`src/hdl/mcf_pkg.sv`:
```
// ----------------------------------------------------------------------------
// Motor command framer package
// Shared types, codes and the CRC-7 update function for the framer.
// ----------------------------------------------------------------------------
package mcf_pkg;

  // Action codes carried in the request.
  localparam logic [2:0] ACT_EXIT_SAFE_START = 3'd0;
  localparam logic [2:0] ACT_FORWARD         = 3'd1;
  localparam logic [2:0] ACT_REVERSE         = 3'd2;
  localparam logic [2:0] ACT_BRAKE           = 3'd3;
  localparam logic [2:0] ACT_GET_VARIABLE    = 3'd4;
  localparam logic [2:0] ACT_STOP            = 3'd5;
  localparam logic [2:0] ACT_REPLY_BYTE      = 3'd6;
  localparam logic [2:0] ACT_UNUSED          = 3'd7;

  // Configuration register indexes.
  localparam logic [2:0] CFG_START_BYTE   = 3'd0;
  localparam logic [2:0] CFG_OP_EXIT_SAFE = 3'd1;
  localparam logic [2:0] CFG_OP_FORWARD   = 3'd2;
  localparam logic [2:0] CFG_OP_REVERSE   = 3'd3;
  localparam logic [2:0] CFG_OP_BRAKE     = 3'd4;
  localparam logic [2:0] CFG_OP_GET_VAR   = 3'd5;
  localparam logic [2:0] CFG_OP_STOP      = 3'd6;
  localparam logic [2:0] CFG_LINK_ENABLE  = 3'd7;

  localparam logic [7:0] CRC7_POLY = 8'h91;
  localparam int         MAX_BYTES = 5;    // packet bytes before the CRC byte
  localparam int         QUEUE_DEPTH = 4;
  localparam int         QPTR_W = $clog2(QUEUE_DEPTH);

  typedef struct packed {
    logic [2:0]  action;
    logic [6:0]  device_number;
    logic [11:0] amount;
    logic [7:0]  variable_id;
    logic [7:0]  rx_byte;
  } in_item_t;

  typedef struct packed {
    logic        is_reply;
    logic [7:0]  tx_byte;
    logic        last;
    logic [15:0] reply_value;
    logic        crc_error;
  } out_item_t;

  typedef struct packed {
    logic [7:0] start_byte;
    logic [6:0] op_exit_safe_start;
    logic [6:0] op_forward;
    logic [6:0] op_reverse;
    logic [6:0] op_brake;
    logic [6:0] op_get_variable;
    logic [6:0] op_stop;
    logic       link_enable;
  } cfg_t;

  // One unit of work for the back end: a packet to serialize or a finished reply.
  typedef struct packed {
    logic                      is_reply;
    logic [2:0]                len;
    logic [MAX_BYTES-1:0][7:0] bytes;
    logic [15:0]               reply_value;
    logic                      crc_error;
  } job_t;

  // Reflected CRC-7 over one byte, eight bit steps.
  function automatic logic [6:0] crc7_update(input logic [6:0] crc, input logic [7:0] data);
    logic [7:0] v;
    v = {1'b0, crc} ^ data;
    for (int i = 0; i < 8; i++) begin
      if (v[0]) begin
        v = v ^ CRC7_POLY;
      end
      v = v >> 1;
    end
    return v[6:0];
  endfunction

endpackage

```
`src/hdl/mcf_queue.sv`:
```
// ----------------------------------------------------------------------------
// Job queue
// Small register FIFO that decouples the command front end from the serializer.
// ----------------------------------------------------------------------------
module mcf_queue import mcf_pkg::*; (
  input  logic  clk,
  input  logic  rst,
  input  logic  push,
  input  job_t  push_job,
  input  logic  pop,
  output job_t  head,
  output logic  full,
  output logic  empty
);

  job_t              mem [QUEUE_DEPTH];
  logic [QPTR_W-1:0] wr_ptr;
  logic [QPTR_W-1:0] rd_ptr;
  logic [QPTR_W:0]   count;

  assign full  = (count == (QPTR_W + 1)'(QUEUE_DEPTH));
  assign empty = (count == '0);
  assign head  = mem[rd_ptr];

  always_ff @(posedge clk) begin
    if (push) begin
      mem[wr_ptr] <= push_job;
    end
  end

  always_ff @(posedge clk) begin
    if (rst) begin
      wr_ptr <= '0;
      rd_ptr <= '0;
      count  <= '0;
    end else begin
      if (push) begin
        wr_ptr <= wr_ptr + 1'b1;
      end
      if (pop) begin
        rd_ptr <= rd_ptr + 1'b1;
      end
      if (push && !pop) begin
        count <= count + 1'b1;
      end else if (pop && !push) begin
        count <= count - 1'b1;
      end
    end
  end

  a_no_overflow: assert property (@(posedge clk) disable iff (rst) push |-> !full || pop)
    else $error("queue push while full");
  a_no_underflow: assert property (@(posedge clk) disable iff (rst) pop |-> !empty)
    else $error("queue pop while empty");
  a_count_bound: assert property (@(posedge clk) disable iff (rst)
      count <= (QPTR_W + 1)'(QUEUE_DEPTH))
    else $error("queue count out of range");

endmodule

```
`src/hdl/mcf_front.sv`:
```
// ----------------------------------------------------------------------------
// Command front end
// Accepts requests, builds packet jobs from commands and collects reply bytes.
// ----------------------------------------------------------------------------
module mcf_front import mcf_pkg::*; (
  input  logic     clk,
  input  logic     rst,
  input  cfg_t     cfg,
  input  logic     cmd_valid,
  output logic     cmd_stall,
  input  in_item_t cmd_item,
  input  logic     queue_full,
  output logic     push,
  output job_t     push_job
);

  logic [1:0] reply_count;
  logic [6:0] reply_crc;
  logic [7:0] reply_low;
  logic [7:0] reply_high;
  logic       accept;
  logic       is_cmd;
  logic       bad;

  assign cmd_stall = queue_full;
  assign accept    = cmd_valid && !queue_full;
  assign is_cmd    = (cmd_item.action != ACT_REPLY_BYTE) && (cmd_item.action != ACT_UNUSED);
  assign bad       = (cmd_item.rx_byte != {1'b0, reply_crc});

  always_comb begin
    push_job             = '0;
    push_job.bytes[0]    = cfg.start_byte;
    push_job.bytes[1]    = {1'b0, cmd_item.device_number};
    push                 = 1'b0;
    case (cmd_item.action)
      ACT_EXIT_SAFE_START: begin
        push_job.bytes[2] = {1'b0, cfg.op_exit_safe_start};
        push_job.len      = 3'd3;
      end
      ACT_FORWARD, ACT_REVERSE: begin
        push_job.bytes[2] = (cmd_item.action == ACT_FORWARD) ? {1'b0, cfg.op_forward}
                                                              : {1'b0, cfg.op_reverse};
        push_job.bytes[3] = {3'b000, cmd_item.amount[4:0]};
        push_job.bytes[4] = {1'b0, cmd_item.amount[11:5]};
        push_job.len      = 3'd5;
      end
      ACT_BRAKE: begin
        push_job.bytes[2] = {1'b0, cfg.op_brake};
        push_job.bytes[3] = (cmd_item.amount[11:8] != 4'd0) ? 8'hFF : cmd_item.amount[7:0];
        push_job.len      = 3'd4;
      end
      ACT_GET_VARIABLE: begin
        push_job.bytes[2] = {1'b0, cfg.op_get_variable};
        push_job.bytes[3] = cmd_item.variable_id;
        push_job.len      = 3'd4;
      end
      ACT_STOP: begin
        push_job.bytes[2] = {1'b0, cfg.op_stop};
        push_job.len      = 3'd3;
      end
      ACT_REPLY_BYTE: begin
        push_job.is_reply    = 1'b1;
        push_job.crc_error   = bad;
        push_job.reply_value = bad ? 16'd0 : {reply_high, reply_low};
      end
      default: begin
        push_job.len = 3'd3;
      end
    endcase
    if (accept) begin
      if (is_cmd) begin
        push = cfg.link_enable;
      end else if (cmd_item.action == ACT_REPLY_BYTE) begin
        push = (reply_count == 2'd2);
      end
    end
  end

  always_ff @(posedge clk) begin
    if (rst) begin
      reply_count <= '0;
      reply_crc   <= '0;
      reply_low   <= '0;
      reply_high  <= '0;
    end else if (accept) begin
      if (cmd_item.action == ACT_REPLY_BYTE) begin
        case (reply_count)
          2'd0: begin
            reply_low   <= cmd_item.rx_byte;
            reply_crc   <= crc7_update(7'd0, cmd_item.rx_byte);
            reply_count <= 2'd1;
          end
          2'd1: begin
            reply_high  <= cmd_item.rx_byte;
            reply_crc   <= crc7_update(reply_crc, cmd_item.rx_byte);
            reply_count <= 2'd2;
          end
          default: begin
            reply_crc   <= '0;
            reply_count <= 2'd0;
          end
        endcase
      end else if (cmd_item.action == ACT_GET_VARIABLE && cfg.link_enable) begin
        // A new get-variable request on an enabled link drops any partly collected reply.
        reply_crc   <= '0;
        reply_count <= 2'd0;
      end
    end
  end

  a_count_range: assert property (@(posedge clk) disable iff (rst) reply_count != 2'd3)
    else $error("reply count out of range");
  a_reply_push: assert property (@(posedge clk) disable iff (rst)
      push && push_job.is_reply |=> reply_count == 2'd0)
    else $error("reply state not cleared after reply result");
  a_cmd_push_len: assert property (@(posedge clk) disable iff (rst)
      push && !push_job.is_reply |-> push_job.len >= 3'd3 && push_job.len <= 3'd5)
    else $error("packet job with bad length");

endmodule

```
`src/hdl/mcf_back.sv`:
```
// ----------------------------------------------------------------------------
// Packet serializer
// Takes jobs from the queue and emits one result per cycle unless res_stall holds it, appending CRC-7 to packets.
// ----------------------------------------------------------------------------
module mcf_back import mcf_pkg::*; (
  input  logic      clk,
  input  logic      rst,
  input  job_t      head,
  input  logic      empty,
  output logic      pop,
  output logic      res_valid,
  input  logic      res_stall,
  output out_item_t res_item
);

  logic [2:0] idx;
  logic [2:0] idx_next;
  logic [6:0] crc;
  logic [6:0] crc_next;
  logic       load;
  out_item_t  item_next;

  assign load = !empty && (!res_valid || !res_stall);

  always_comb begin
    item_next = '0;
    idx_next  = idx;
    crc_next  = crc;
    pop       = 1'b0;
    if (head.is_reply) begin
      item_next.is_reply    = 1'b1;
      item_next.reply_value = head.reply_value;
      item_next.crc_error   = head.crc_error;
      pop                   = load;
    end else if (idx == head.len) begin
      item_next.tx_byte = {1'b0, crc};
      item_next.last    = 1'b1;
      pop               = load;
      idx_next          = '0;
      crc_next          = '0;
    end else begin
      item_next.tx_byte = head.bytes[idx];
      idx_next          = idx + 1'b1;
      crc_next          = crc7_update(crc, head.bytes[idx]);
    end
  end

  always_ff @(posedge clk) begin
    if (rst) begin
      idx       <= '0;
      crc       <= '0;
      res_valid <= 1'b0;
    end else if (load) begin
      idx       <= idx_next;
      crc       <= crc_next;
      res_valid <= 1'b1;
    end else if (!res_stall) begin
      res_valid <= 1'b0;
    end
  end

  always_ff @(posedge clk) begin
    if (load) begin
      res_item <= item_next;
    end
  end

  a_idx_bound: assert property (@(posedge clk) disable iff (rst)
      !empty && !head.is_reply |-> idx <= head.len)
    else $error("byte index past packet length");
  a_last_not_reply: assert property (@(posedge clk) disable iff (rst)
      res_valid && res_item.last |-> !res_item.is_reply)
    else $error("last flag on a reply result");
  a_err_zero_value: assert property (@(posedge clk) disable iff (rst)
      res_valid && res_item.crc_error |-> res_item.reply_value == 16'd0)
    else $error("reply value not cleared on CRC error");
  a_idle_between: assert property (@(posedge clk) disable iff (rst)
      pop && !head.is_reply |=> idx == 3'd0 && crc == 7'd0)
    else $error("serializer state not cleared after packet");

endmodule

```
`src/hdl/motor_command_framer_crc7_top.sv`:
```
// ----------------------------------------------------------------------------
// Motor command framer with CRC-7
// Frames motor controller commands into serial packets and checks replies.
// ----------------------------------------------------------------------------
// A command packet of n bytes (start, device, opcode, arguments) leaves as n+1
// results, one per clock on the result channel while res_stall is low, the last
// being the CRC-7 byte; a reply byte is taken as one request and the third one
// of a reply yields a single result. The output register of the serializer sets
// this pace. The front end takes a request every cycle while the 4-entry job
// queue has room, so requests that make no result and reply bytes pass while
// earlier packets are still being sent.
module motor_command_framer_crc7_top import mcf_pkg::*; (
  input  logic      clk,
  input  logic      rst,
  input  logic      cmd_valid,
  output logic      cmd_stall,
  input  in_item_t  cmd_item,
  output logic      res_valid,
  input  logic      res_stall,
  output out_item_t res_item,
  input  logic      cfg_we,
  input  logic [2:0] cfg_addr,
  input  logic [7:0] cfg_wdata
);

  cfg_t cfg;
  logic push;
  logic pop;
  logic full;
  logic empty;
  job_t push_job;
  job_t head;

  always_ff @(posedge clk) begin
    if (rst) begin
      cfg.start_byte         <= 8'd170;
      cfg.op_exit_safe_start <= 7'd3;
      cfg.op_forward         <= 7'd5;
      cfg.op_reverse         <= 7'd6;
      cfg.op_brake           <= 7'd18;
      cfg.op_get_variable    <= 7'd33;
      cfg.op_stop            <= 7'd96;
      cfg.link_enable        <= 1'b1;
    end else if (cfg_we) begin
      case (cfg_addr)
        CFG_START_BYTE:   cfg.start_byte         <= cfg_wdata;
        CFG_OP_EXIT_SAFE: cfg.op_exit_safe_start <= cfg_wdata[6:0];
        CFG_OP_FORWARD:   cfg.op_forward         <= cfg_wdata[6:0];
        CFG_OP_REVERSE:   cfg.op_reverse         <= cfg_wdata[6:0];
        CFG_OP_BRAKE:     cfg.op_brake           <= cfg_wdata[6:0];
        CFG_OP_GET_VAR:   cfg.op_get_variable    <= cfg_wdata[6:0];
        CFG_OP_STOP:      cfg.op_stop            <= cfg_wdata[6:0];
        CFG_LINK_ENABLE:  cfg.link_enable        <= cfg_wdata[0];
        default: begin
        end
      endcase
    end
  end

  mcf_front u_front (
    .clk        (clk),
    .rst        (rst),
    .cfg        (cfg),
    .cmd_valid  (cmd_valid),
    .cmd_stall  (cmd_stall),
    .cmd_item   (cmd_item),
    .queue_full (full),
    .push       (push),
    .push_job   (push_job)
  );

  mcf_queue u_queue (
    .clk      (clk),
    .rst      (rst),
    .push     (push),
    .push_job (push_job),
    .pop      (pop),
    .head     (head),
    .full     (full),
    .empty    (empty)
  );

  mcf_back u_back (
    .clk       (clk),
    .rst       (rst),
    .head      (head),
    .empty     (empty),
    .pop       (pop),
    .res_valid (res_valid),
    .res_stall (res_stall),
    .res_item  (res_item)
  );

endmodule
```
`config.mk`:
```
export PLATFORM = sky130hd
export DESIGN_NAME = motor_command_framer_crc7_top
export DESIGN_NICKNAME = d
export VERILOG_FILES = /design/src/hdl/mcf_pkg.sv /design/src/hdl/mcf_queue.sv /design/src/hdl/mcf_front.sv /design/src/hdl/mcf_back.sv /design/src/hdl/motor_command_framer_crc7_top.sv
export SDC_FILE = /design/constraint.sdc
export NUM_CORES = 1
export LEC_CHECK = 0
export BUFFER_PORTS_ARGS = -buffer_cell sky130_fd_sc_hd__buf_4
export CAP_MARGIN = 10
export CORE_MARGIN = 1.5
export CORE_UTILIZATION = 55
export DETAILED_ROUTE_END_ITERATION = 12
export PLACE_DENSITY = 0.76
export REMOVE_ABC_BUFFERS = 1
export SLEW_MARGIN = 20
export SYNTH_ARGS = -nofsm -noshare
export SYNTH_HDL_FRONTEND = slang
export SYNTH_SLANG_ARGS = --single-unit
```
`constraint.sdc`:
```
create_clock -name clk -period 3.43 [get_ports clk]
set_input_delay 0 -clock clk [delete_from_list [all_inputs] [get_ports clk]]
set_output_delay 0 -clock clk [all_outputs]
set_load 0.1 [all_outputs]
```
== Word-level counts from Yosys, hierarchy flattened ==
Memory sizes are Yosys's and may differ from the RTL's. A register that Yosys moved wholly into a read port is not among the register bits.
Cells that the tools add are included.

* Register bits after elaboration: 121
* Bits in latches: 0
* Memory bits (writable): 236
* Bits in read-only memories: 0
* Bits of input ports: 54
* Output and inout port bits: 29
* Logic and storage cells: 243
* Memories: 1

{| class="wikitable"
|+ Memory list
! name !! words !! bits a word !! read ports !! clocked after Yosys merged registers in !! wr ports !! RTL line !! source
|-
| u_queue.mem || 4 || 59 || 1 || 1 || 1 || mcf_queue.sv:16 || <nowiki>job_t mem [QUEUE_DEPTH];</nowiki>
|}

* Add/subtract/negate cells: 5
* Multipliers: 0
* Div/mod/pow operators: 0
* $lt $le $gt $ge: 1
* Equality and inequality tests: 21
* Shifts and indexed selects: 0
* Muxes and demuxes: 129
* Bitwise logic cells: 27
* Reductions and logical operators: 35

{| class="wikitable"
|+ Operators with widths
! operator !! number
|-
| $mux W8 || 96
|-
| $not A2 Y3 || 21
|-
| $mux W7 || 6
|-
| $pmux W8 S5 || 1
|-
| $bmux W8 S3 || 1
|-
| $eq A3 B3 Y1 const B || 8
|-
| $pmux W8 S3 || 1
|-
| $reduce_and A2 Y1 || 10
|-
| $mux W17 || 1
|-
| $mux W16 || 1
|-
| $xor A7 B8 Y8 || 2
|-
| $pmux W7 S2 || 1
|-
| $eq A3 B2 Y1 const B || 4
|-
| $mux W1 || 12
|-
| $logic_not A3 Y1 || 3
|-
| $mux W3 || 3
|-
| $not A3 Y3 || 3
|-
| $pmux W3 S3 || 1
|-
| $mux W2 || 4
|-
| $ne A8 B7 Y1 || 1
|-
| $add A3 B1 Y3 const B || 2
|-
| $eq A3 B1 Y1 const B || 2
|-
| $logic_and A1 B1 Y1 || 6
|-
| $logic_not A1 Y1 || 6
|-
| other kinds (16) || 22
|}

== Longest topological paths before layout ==
Gate-level depths: netlist of the first run.

* Depth in word-level cells: 47
* Mapped depth: 14
* Depth with buffers taken out: 11

== By module ==
From an unflattened synthesis of the first run, not the netlist that was laid out.

* Cells, all modules: 1054
* Area, all modules: 15902.8 µm²

{| class="wikitable"
|+ By module, submodules not included
! module !! times used !! cells an instance !! area each (µm²) !! sequential area each (µm²)
|-
| mcf_queue || 1 || 363 || 9298.9 || 7507.2
|-
| mcf_back || 1 || 230 || 2364.8 || 1031.0
|-
| mcf_front || 1 || 267 || 2179.6 || 500.5
|-
| motor_command_framer_crc7_top || 1 || 194 || 2059.5 || 1021.0
|}

== Worst setup path after synthesis of the first run ==
OpenSTA, ideal clock, no wires.

* Path type: flip-flop to flip-flop
* Start: reg u_queue.count[0]
* End: mem u_queue.mem[0][0] in the netlist's numbering, enable pin
* Library setup time: 520 ps
* Arrival: 3855 ps
* Required time: 2910 ps
* Setup slack: -945 ps
* Stages on the path, launching flop included: 5
* Buffers on the path: 0
* Period minus slack after synthesis: 4375 ps
* Cell sequence: dfxtp_1 -> nor3b_1 -> nand2b_1 -> a21oi_1 -> and2_1

* Longest elaborated chain between the ends: 6

{| class="wikitable"
|+ RTL lines
! element !! RTL line !! source
|-
| start, declared || mcf_queue.sv:19 || <nowiki>logic [QPTR_W:0] count;</nowiki>
|-
| start signal, assigned || mcf_queue.sv:44 || <nowiki>count <= count + 1'b1;</nowiki>
|-
| start signal, assigned || mcf_queue.sv:46 || <nowiki>count <= count - 1'b1;</nowiki>
|-
| $eq A3 B3 Y1 || mcf_queue.sv:21 || <nowiki>assign full = (count == (QPTR_W + 1)'(QUEUE_DEPTH));</nowiki>
|-
| net cmd_stall || motor_command_framer_crc7_top.sv:16 || <nowiki>output logic cmd_stall,</nowiki>
|-
| $logic_not A1 Y1 || mcf_front.sv:26 || <nowiki>assign accept = cmd_valid && !queue_full;</nowiki>
|-
| $logic_and A1 B1 Y1 || mcf_front.sv:26 ||
|-
| $mux W1 || mcf_front.sv:70 || <nowiki>if (accept) begin</nowiki>
|-
| net push || motor_command_framer_crc7_top.sv:27 || <nowiki>logic push;</nowiki>
|-
| $mux W1 || mcf_queue.sv:26 || <nowiki>if (push) begin</nowiki>
|-
| $mux W1 (implied by the code) || mcf_queue.sv:27 || <nowiki>mem[wr_ptr] <= push_job;</nowiki>
|-
| end, declared || mcf_queue.sv:16 ||
|}

The timed path passes the listed nets, and every way through them passes these cells.

==> impl_metrics.py, run 1 <==
metrics = {
    "outcome": {
        "status": "finished clean",
    },
    "routing": {
        "dr.pass1.iters": 6,
        "routed_wirelength_mm": 29.55,
        "drt-initial-drc-count": 718,
        "num_vias": 8447,
        "drc": 0,
        "antenna_left": 0,
        "wl_per_cell_microns": 19.80,
        "vias_per_cell": 5.662,
    },
    "critical_path": {
        "crit_type": "reg -> reg",
        "path_cells": "buf_12 > mux4_1 > mux4_2 > a21oi_2 > xnor2_1 > xnor2_1 > xor2_1 > a22o_1",
        "crit_slowest_cell": "mux4_1",
        "required_ns": 3.83,
        "cp.arrival_ns": 3.34,
        "max_stage_delay_ns": 0.58,
        "worstPathMaxFanout": 21,
        "end_kind": "flip-flop",
        "r2r_setup_slack_ns": 0.50,
        "cpMostUsedCell": "xnor2_1",
        "crit_path_start_kind": "flip-flop",
    },
    "floorplan": {
        "core-area_sq_um": 26060,
        "die_w_microns": 165.9,
        "placementRows": 59,
        "dieHeight_microns": 165.9,
        "io_pins": 83,
        "start_util_pct": 56.03,
        "dieArea_sq_um": 27530,
    },
    "place": {
        "place_hpwl_mm": 18.27,
        "portBuffers": 82,
        "placed_cells": 1386,
        "globalplace.congestion": 0.7808,
    },
    "yosys": {
        "syn_area_sq_um": 14600,
        "yosysMostFrequentCell": "edfxtp_1",
        "yosys_warnings": 0,
        "ys_top_cells_by_count": "259 x edfxtp_1, 96 x dfxtp_1, 75 x nor2_1",
        "ys_types": 48,
        "synth-async-reset-ratio_pct": 0,
        "post-synth-top-area-cell": "edfxtp_1",
        "ys_seq_area_share_pct": 66.43,
        "synth_top_cell_area_share_pct": 53.27,
        "syn-instance-count": 994,
        "syn_avg_cell_area_sq_um": 14.69,
        "ys_ff_latch": 355,
        "synth-edff-count": 259,
        "yosys-top-cells-area": "edfxtp_1 53%, dfxtp_1 13%, mux4_2 6.9%, mux2i_1 4.3%, a21oi_1 2.1%",
        "synth_ff_type": "edfxtp_1",
    },
    "worst_hold_path": {
        "hp-class": "in -> reg",
    },
    "cts": {
        "ctsHtreeMaxLevel": 2,
        "cts_tree": "done",
        "clk_pin_slew_ns": 0.06,
        "cts.repair.resized": 0,
        "clock_path_buffers": 3,
        "clkSinkCount": 355,
        "root_buffer": "clkbuf_16",
        "cts-buffers-inserted": 36,
        "clock_latency_ns": 0.52,
    },
    "timing": {
        "rsz0062_at_grt": "false",
        "setup_viol": 0,
        "tightest_slew_ns": 0.9752,
        "post-route-period-util_pct": 85.45,
        "post-route-min-period_ns": 2.931,
        "hold_viol": 0,
        "tns_ns": 0,
        "maxSlewViolCount": 0,
        "clock_skew_ns": 0.02556,
        "max_freq_mhz": 341.2,
        "whs_ns": 0.02566,
        "slew_headroom_pct": 34.75,
    },
    "final_layout": {
        "antenna_cells": 0,
        "syn2layout_area_growth_pct": 18.95,
        "fin_cells": 1492,
        "final.fill_count": 1775,
        "drive_gt1_share_pct": 19.88,
        "nets": 1191,
    },
    "global_route": {
        "grt_max_degree": 59,
        "grt_pass1_vias": 8770,
        "grt_pass1_wl_mm": 47.31,
        "grt-ovfl-total": 0,
        "antenna_found_initial": 0,
        "grt_usage_pct": 21.99,
    },
    "pwr": {
        "leakagePower_nw": 6.023,
        "p_per_area_nw_per_um2": 792.3,
        "ir_drop_mv": 0.9852,
        "power_mw": 13.76,
    },
    "run": {
        "max_cap_violations": 0,
    },
}
## power by group
part	total [mW]	internal, mW	switching, mW	leakage [nW]
Sequential	5.44	5.20	0.246	3.18
Combinational	4.19	1.50	2.69	2.22
Clock	4.13	2.56	1.57	0.619
Total	13.8	9.25	4.51	6.02
## path summary, 6_finish.rpt
kind	start	to	cells past startpoint
setup reg to reg	flip-flop	u_back.crc[2]	8
hold / removal	cmd_item[18]	u_queue.mem[2][42]	4
hold reg to reg	u_front.reply_low[2]	u_front.reply_low[2]	2
setup / recovery	flip-flop	u_back.crc[2]	8
## metal layers
metal / track usage (%) / wire (microns) / vias to the layer above
li1: - / - / 3981
met1: 29.11 / 12690 / 4192
met2: 37.45 / 14780 / 234
met3: 3.789 / 1568 / 40
met4: 6.620 / 506 / 0
met5: 0 / 0 / -
## kinds of logic (layout without fill, tap and decap cells)
logic type      Yosys count  after routing  share of synthesized area, %
flops                   355            355                         66.43
xor+xnor                 58             58                         3.574
buf+inv                  66            229                         2.005
mux                     120            120                         13.21
compound gates          136            136                         5.708
simple gates            252            252                         8.415
fa+ha+maj                 7              7                        0.6513
## area by class of cell
cell class | count | area [sq um] | area share (%)
Clock buffer | 46 | 1022 | 5.886
Clock inverter | 19 | 250.2 | 1.441
Inverter | 10 | 37.54 | 0.2161
Multi-Input combinational cell | 573 | 4624 | 26.63
Sequential cell | 355 | 9704 | 55.88
Tap cell | 335 | 419.2 | 2.414
Timing Repair Buffer | 154 | 1309 | 7.536
## worst max-delay path, delay by kind of cell, from the launching register on
kind / cells / cell delay [ns]
xor+xnor: 3 / 0.55
compound gates: 2 / 0.45
flops: 1 / 0.47
mux: 2 / 1.10
buf+inv: 1 / 0.24
## per-stage QoR
stage / utilization, % / cell area (sq um) / worst slack [ns]
floorplan: - / 14350 / -1.388
global placement: 60.19 / 15680 / 0.5677
detailed placement: 60.19 / 15680 / 0.5104
CTS: 66.64 / 17370 / 0.4837
global route: 66.64 / 17370 / 0.3385
finish: 66.64 / 17370 / 0.4990
## sequential cells by signal (all words and copies together) (netlist names), 3 cells and up, named ones only
| signal | flops |
|---|---|
| u_queue.mem | 232 |
| cfg | 51 |
| u_back.res_item | 27 |
| u_front.reply_high | 8 |
| u_front.reply_low | 8 |
| u_back.crc | 7 |
| u_front.reply_crc | 7 |
| u_back.idx | 3 |
| u_queue.count | 3 |
## cell usage in the layout, fill, tap and decap left out, types with 4 or more instances in the layout
master,instances
mux4_2,45
mux2i_1,63
nand2_1,65
nand3_1,13
clkinv_1,7
nand3b_1,4
nor2_1,75
dlygate4sd3_1,41
xnor2_1,33
buf_4,109
and2_1,27
nor2b_1,35
a21oi_2,4
a211o_1,15
ha_1,6
nor3_1,5
inv_1,10
a22o_1,4
and2_2,4
mux4_1,10
clkbuf_8,4
a21oi_1,59
edfxtp_1,259
a21o_1,5
o21ai_0,18
clkbuf_16,38
bufinv_16,6
nand2b_1,8
xor2_1,24
a22oi_1,10
o22ai_1,15
buf_12,4
dfxtp_1,94
## what timing repair did
action                     in CTS  in global routing
setup endpoints to repair       0                  0
buffers inserted                0                  0
hold endpoints to repair      149                  0
hold buffers                   41                  0
Note: power is estimated with default switching activity, not from simulation.
==> inputs of run 2 (changes only) <==
--- a/config.mk
+++ b/config.mk
@@ -7,10 +7,12 @@
 export LEC_CHECK = 0
 export BUFFER_PORTS_ARGS = -buffer_cell sky130_fd_sc_hd__buf_4
 export CAP_MARGIN = 10
+export CELL_PAD_IN_SITES_DETAIL_PLACEMENT = 1
+export CELL_PAD_IN_SITES_GLOBAL_PLACEMENT = 1
 export CORE_MARGIN = 1.5
-export CORE_UTILIZATION = 55
+export CORE_UTILIZATION = 46
 export DETAILED_ROUTE_END_ITERATION = 12
-export PLACE_DENSITY = 0.76
+export PLACE_DENSITY = 0.85
 export REMOVE_ABC_BUFFERS = 1
 export SLEW_MARGIN = 20
 export SYNTH_ARGS = -nofsm -noshare
==> impl_metrics.py, run 2 (same netlist as run 1, synthesis figures left out) <==
metrics = {
    "final_layout": {
        "syn2layout_area_growth_pct": 19.19,
        "nets": 1193,
        "drive_gt1_share_pct": 19.74,
        "largest_register": "u_queue.mem",
        "largest_reg_flops": 232,
        "final_cell_mix": "259 x edfxtp_1, 109 x buf_4, 94 x dfxtp_1",
        "final.fill_count": 2981,
        "fin_util_pct": 55.43,
        "reg.largest.list": "u_queue.mem (232), cfg (51), u_back.res_item (27)",
        "antenna_cells": 0,
        "final_common_cell": "edfxtp_1",
        "design_area_sq_um": 17400,
    },
    "cts": {
        "clock_path_buffers": 3,
        "clock_latency_ns": 0.53,
        "cts-buffers-inserted": 37,
        "post_cts.repair.setup_buffers": 0,
        "ctsHtreeMaxLevel": 2,
        "clk_pin_slew_ns": 0.07,
        "root_buffer": "clkbuf_16",
        "cts_tree": "done",
        "clkSinkCount": 355,
    },
    "critical_path": {
        "path_buf_inv": 2,
        "worstPathMaxFanout": 20,
        "crit_path_start_kind": "flip-flop",
        "cpMostUsedCell": "inv_1",
        "max_stage_delay_ns": 0.61,
        "rr_worst_depth": 11,
        "crit_family": "flip-flops",
        "crit_slowest_cell": "dfxtp_4",
        "crit_cells": 11,
        "end_kind": "flip-flop",
        "path_cells": "mux4_2 > xnor2_1 > nand3_1 > a21boi_1 > inv_1 > ha_1 > inv_1 > fa_1 > xor2_1 > or3_1 > a21oi_1",
        "cp.arrival_ns": 3.69,
        "required_ns": 3.86,
        "crit_type": "reg -> reg",
    },
    "place": {
        "place_hpwl_mm": 23.15,
        "portBuffers": 82,
        "globalplace.congestion": 0.7979,
        "place_area_sq_um": 15750,
    },
    "floorplan": {
        "start_util_pct": 46.51,
        "dieHeight_microns": 181.2,
        "dieArea_sq_um": 32820,
        "core-area_sq_um": 31390,
        "placementRows": 65,
        "io_pins": 83,
        "die_w_microns": 181.2,
    },
    "timing": {
        "whs_ns": 0.08929,
        "clock_skew_ns": 0.03070,
        "max_freq_mhz": 306.8,
        "maxSlewViolCount": 0,
        "setup_viol": 0,
        "hold_viol": 0,
        "slew_headroom_pct": 29.73,
        "tns_ns": 0,
        "tightest_slew_ns": 1.048,
        "rsz0062_at_grt": "false",
        "post-route-period-util_pct": 95.04,
        "post-route-min-period_ns": 3.260,
    },
    "routing": {
        "routed_wirelength_mm": 38.03,
        "highest_layer": "met4",
        "wl_per_cell_microns": 24.35,
        "antenna_left": 0,
        "vias_per_cell": 5.729,
        "dr.pass1.iters": 4,
        "routed-wl-met2_mm": 19.33,
        "met3_length_mm": 1.902,
        "m1WireLength_mm": 15.55,
        "drt-initial-drc-count": 758,
        "num_vias": 8948,
        "drc": 0,
    },
    "global_route": {
        "grt_max_degree": 53,
        "grt_usage_pct": 23.61,
        "grt_pass1_vias": 9634,
        "grt-ovfl-total": 0,
        "grt_pass1_wl_mm": 58.76,
        "antenna_found_initial": 0,
    },
    "run": {
        "max_cap_violations": 0,
    },
    "pwr": {
        "leakagePower_nw": 6.005,
        "power_mw": 13.93,
        "p_per_area_nw_per_um2": 800.6,
        "ir_drop_mv": 0.4677,
    },
    "outcome": {
        "status": "finished clean",
    },
    "worst_hold_path": {
        "min_path_cells": 4,
        "hp-class": "in -> reg",
    },
}
run 2: cell types whose count changed in the layout (fill, tap and decap cells not counted), sizes merged:
cell / previous run / this run
clkinv: 11 / 10
buf: 113 / 112
clkinvlp: 2 / 0
clkbuf: 46 / 54
bufinv: 6 / 3
dlygate4sd3: 41 / 43
run 2: cell type report:
cell class | count | area, sq um | area share, %
flip-flops and latches | 355 | 9704 | 55.77
repair buffers | 155 | 1309 | 7.521
clock buffers | 54 | 1071 | 6.155
multi-input cells | 573 | 4629 | 26.60
well taps | 402 | 503.0 | 2.890
clock inverters | 13 | 147.6 | 0.8484
inverters | 10 | 37.54 | 0.2157
run 2: power by group:
group | internal, mW | leakage [nW] | total, mW | switching [mW]
Clock | 2.40 | 0.601 | 4.06 | 1.66
Sequential | 5.20 | 3.18 | 5.52 | 0.323
Combinational | 1.51 | 2.22 | 4.35 | 2.84
Total | 9.11 | 6.00 | 13.9 | 4.82
run 2: metal layers:
| layer | up-vias | GRT usage (%) |
|---|---|---|
| li1 | 3972 | - |
| met1 | 4570 | 29.88 |
| met2 | 322 | 40.66 |
| met3 | 84 | 4.112 |
| met4 | 0 | 8.900 |
| met5 | - | 0 |
run 2: path summary, 6_finish.rpt:
path / startpoint / slack [ns] / endpoint
setup / recovery: flip-flop / 0.17 / u_queue.count[2]
hold / removal: cmd_item[20] / 0.09 / u_queue.mem[0][44]
setup reg to reg: flip-flop / 0.17 / u_queue.count[2]
hold reg to reg: u_front.reply_low[7] / 0.46 / u_front.reply_low[7]
run 2: what timing repair did:
| action | 4_1_cts | 5_1_grt |
|---|---|---|
| endpoints found under the setup margin | 0 | 0 |
| gates resized for setup | 0 | 0 |
| hold buffers | 42 | 1 |
| endpoints found under the hold margin | 165 | 4 |
run 2: worst min-delay path, stage by stage:
cell and delay (ns):
buf_4 0.09, nand2_1 0.06, a21oi_1 0.17, a21o_1 0.17
run 2: per-stage QoR:
step                setup slack [ns]  instances
floorplan                     -1.388        938
global placement              0.4365       1452
detailed placement            0.2851       1452
CTS                           0.1315       1561
global route                 0.01265       1562
finish                        0.1702       1562
==> inputs of run 3 (changes only) <==
--- a/config.mk
+++ b/config.mk
@@ -6,7 +6,7 @@
 export NUM_CORES = 1
 export LEC_CHECK = 0
 export BUFFER_PORTS_ARGS = -buffer_cell sky130_fd_sc_hd__buf_4
-export CAP_MARGIN = 10
+export CAP_MARGIN = 25
 export CELL_PAD_IN_SITES_DETAIL_PLACEMENT = 1
 export CELL_PAD_IN_SITES_GLOBAL_PLACEMENT = 1
 export CORE_MARGIN = 1.5
==> constraint.sdc (replaced) <==
create_clock -name clk -period 3.43 [get_ports clk]
set_input_delay 0.5145 -clock clk [delete_from_list [all_inputs] [get_ports clk]]
set_output_delay 0.5145 -clock clk [all_outputs]
set_load 0.1 [all_outputs]
==> impl_metrics.py, run 3 (same netlist as run 1, synthesis figures left out) <==
metrics = {
    "outcome": {
        "status": "finished clean",
    },
    "floorplan": {
        "placementRows": 65,
        "dieHeight_microns": 181.2,
        "dieArea_sq_um": 32820,
        "die_w_microns": 181.2,
        "core-area_sq_um": 31390,
        "start_util_pct": 46.51,
        "io_pins": 83,
    },
    "timing": {
        "post-route-min-period_ns": 3.239,
        "slew_headroom_pct": 34.45,
        "hold_viol": 0,
        "whs_ns": 0.1932,
        "maxSlewViolCount": 0,
        "max_freq_mhz": 308.7,
        "post-route-period-util_pct": 94.44,
        "setup_viol": 0,
        "tightest_slew_ns": 0.9797,
        "rsz0062_at_grt": "false",
        "clock_skew_ns": 0.02586,
    },
    "critical_path": {
        "path_buf_inv": 1,
        "crit_type": "reg -> reg",
        "crit_path_start_kind": "flip-flop",
        "cp.arrival_ns": 3.65,
        "crit_family": "multiplexers",
        "required_ns": 3.84,
        "end_kind": "flip-flop",
        "path_cells": "buf_4 > mux4_2 > mux2i_1 > mux2i_1 > a21oi_1 > xnor3_1 > a21oi_1 > o22ai_1",
        "max_stage_delay_ns": 0.58,
        "worstPathMaxFanout": 18,
        "crit_slowest_cell": "dfxtp_4",
    },
    "global_route": {
        "grt_pass1_wl_mm": 56.29,
        "grt-ovfl-total": 0,
        "grt_pass1_vias": 9633,
        "grt_usage_pct": 22.33,
        "grt_max_degree": 60,
        "antenna_found_initial": 0,
    },
    "cts": {
        "clk_pin_slew_ns": 0.07,
        "cts_tree": "done",
        "cts-buffers-inserted": 37,
        "clock_path_buffers": 3,
        "root_buffer": "clkbuf_16",
        "postCtsHoldBufs": 0,
        "ctsHtreeMaxLevel": 2,
        "clock_latency_ns": 0.53,
        "post_cts.repair.setup_buffers": 0,
        "cts.repair.resized": 0,
        "clkSinkCount": 355,
    },
    "routing": {
        "wl_per_cell_microns": 23.81,
        "drt-initial-drc-count": 700,
        "num_vias": 8812,
        "routed_wirelength_mm": 36.16,
        "vias_per_cell": 5.801,
        "antenna_left": 0,
        "drc": 0,
        "dr.pass1.iters": 5,
    },
    "place": {
        "place_hpwl_mm": 23.16,
        "globalplace.congestion": 0.8313,
        "portBuffers": 82,
    },
    "final_layout": {
        "nets": 1149,
        "multi_input_area_sq_um": 4629,
        "drive_gt1_share_pct": 20.23,
        "seq_area_sq_um": 9704,
        "final_common_cell": "edfxtp_1",
        "syn2layout_area_growth_pct": 16.38,
        "largest_reg_flops": 232,
        "final_cell_mix": "259 x edfxtp_1, 105 x buf_4, 94 x dfxtp_1",
        "antenna_cells": 0,
        "final.fill_count": 2995,
        "largest_register": "u_queue.mem",
        "fin_util_pct": 54.13,
        "reg.largest.list": "u_queue.mem (232), cfg (51), u_back.res_item (27)",
    },
    "worst_hold_path": {
        "hp-class": "in -> reg",
    },
    "run": {
        "max_cap_violations": 0,
    },
    "pwr": {
        "power_mw": 13.81,
        "ir_drop_mv": 0.4692,
        "p_per_area_nw_per_um2": 812.9,
        "leakagePower_nw": 5.817,
    },
}
run 3: path summary, 6_finish.rpt:
path	startpoint	cells after the start	endpoint	slack, ns
min reg2reg	u_front.reply_low[4]	2	u_front.reply_low[4]	0.46
min	cmd_item[29]	1	u_queue.mem[2][26]	0.19
max reg2reg	flip-flop	8	u_back.crc[0]	0.19
max	flip-flop	8	u_back.crc[0]	0.19
run 3: layer usage:
metal / part of all wire, % / routed length (microns) / vias up / global-route usage [%]
li1: - / - / 3896 / -
met1: 41 / 14870 / 4555 / 28.11
met2: 52 / 18650 / 290 / 38.94
met3: 4.6 / 1659 / 71 / 3.265
met4: 2.7 / 977 / 0 / 8.767
met5: 0 / 0 / - / 0
run 3: area by class of cell:
class	instances	area share [%]
Tap cell	402	2.960
Inverter	10	0.2209
Clock inverter	17	0.9940
Timing Repair Buffer	111	5.346
Sequential cell	355	57.11
Clock buffer	51	6.126
Multi-Input combinational cell	573	27.24
run 3: power breakdown:
group          leakage [nW]  switching (mW)  internal, mW
sequential             3.18           0.291          5.20
clock                 0.589            1.65          2.36
combinational          2.05            2.84          1.47
total                  5.82            4.78          9.03
run 3: per-stage QoR:
step	setup WS (ns)	TNS (ns)	cell area [sq um]	cells
finish	0.1908	0	16990	1519
global route	0.05058	0	16990	1519
CTS	0.1908	0	16990	1519
detailed placement	0.2348	0	15780	1451
global placement	0.4069	0	15780	1451
floorplan	-1.388	-238.49	14350	938
run 3: worst register-to-register path: stages (launching register included):
cell and delay (ns):
dfxtp_4 0.58, buf_4 0.39, mux4_2 0.56, mux2i_1 0.32
mux2i_1 0.16, a21oi_1 0.32, xnor3_1 0.49, a21oi_1 0.19
o22ai_1 0.11
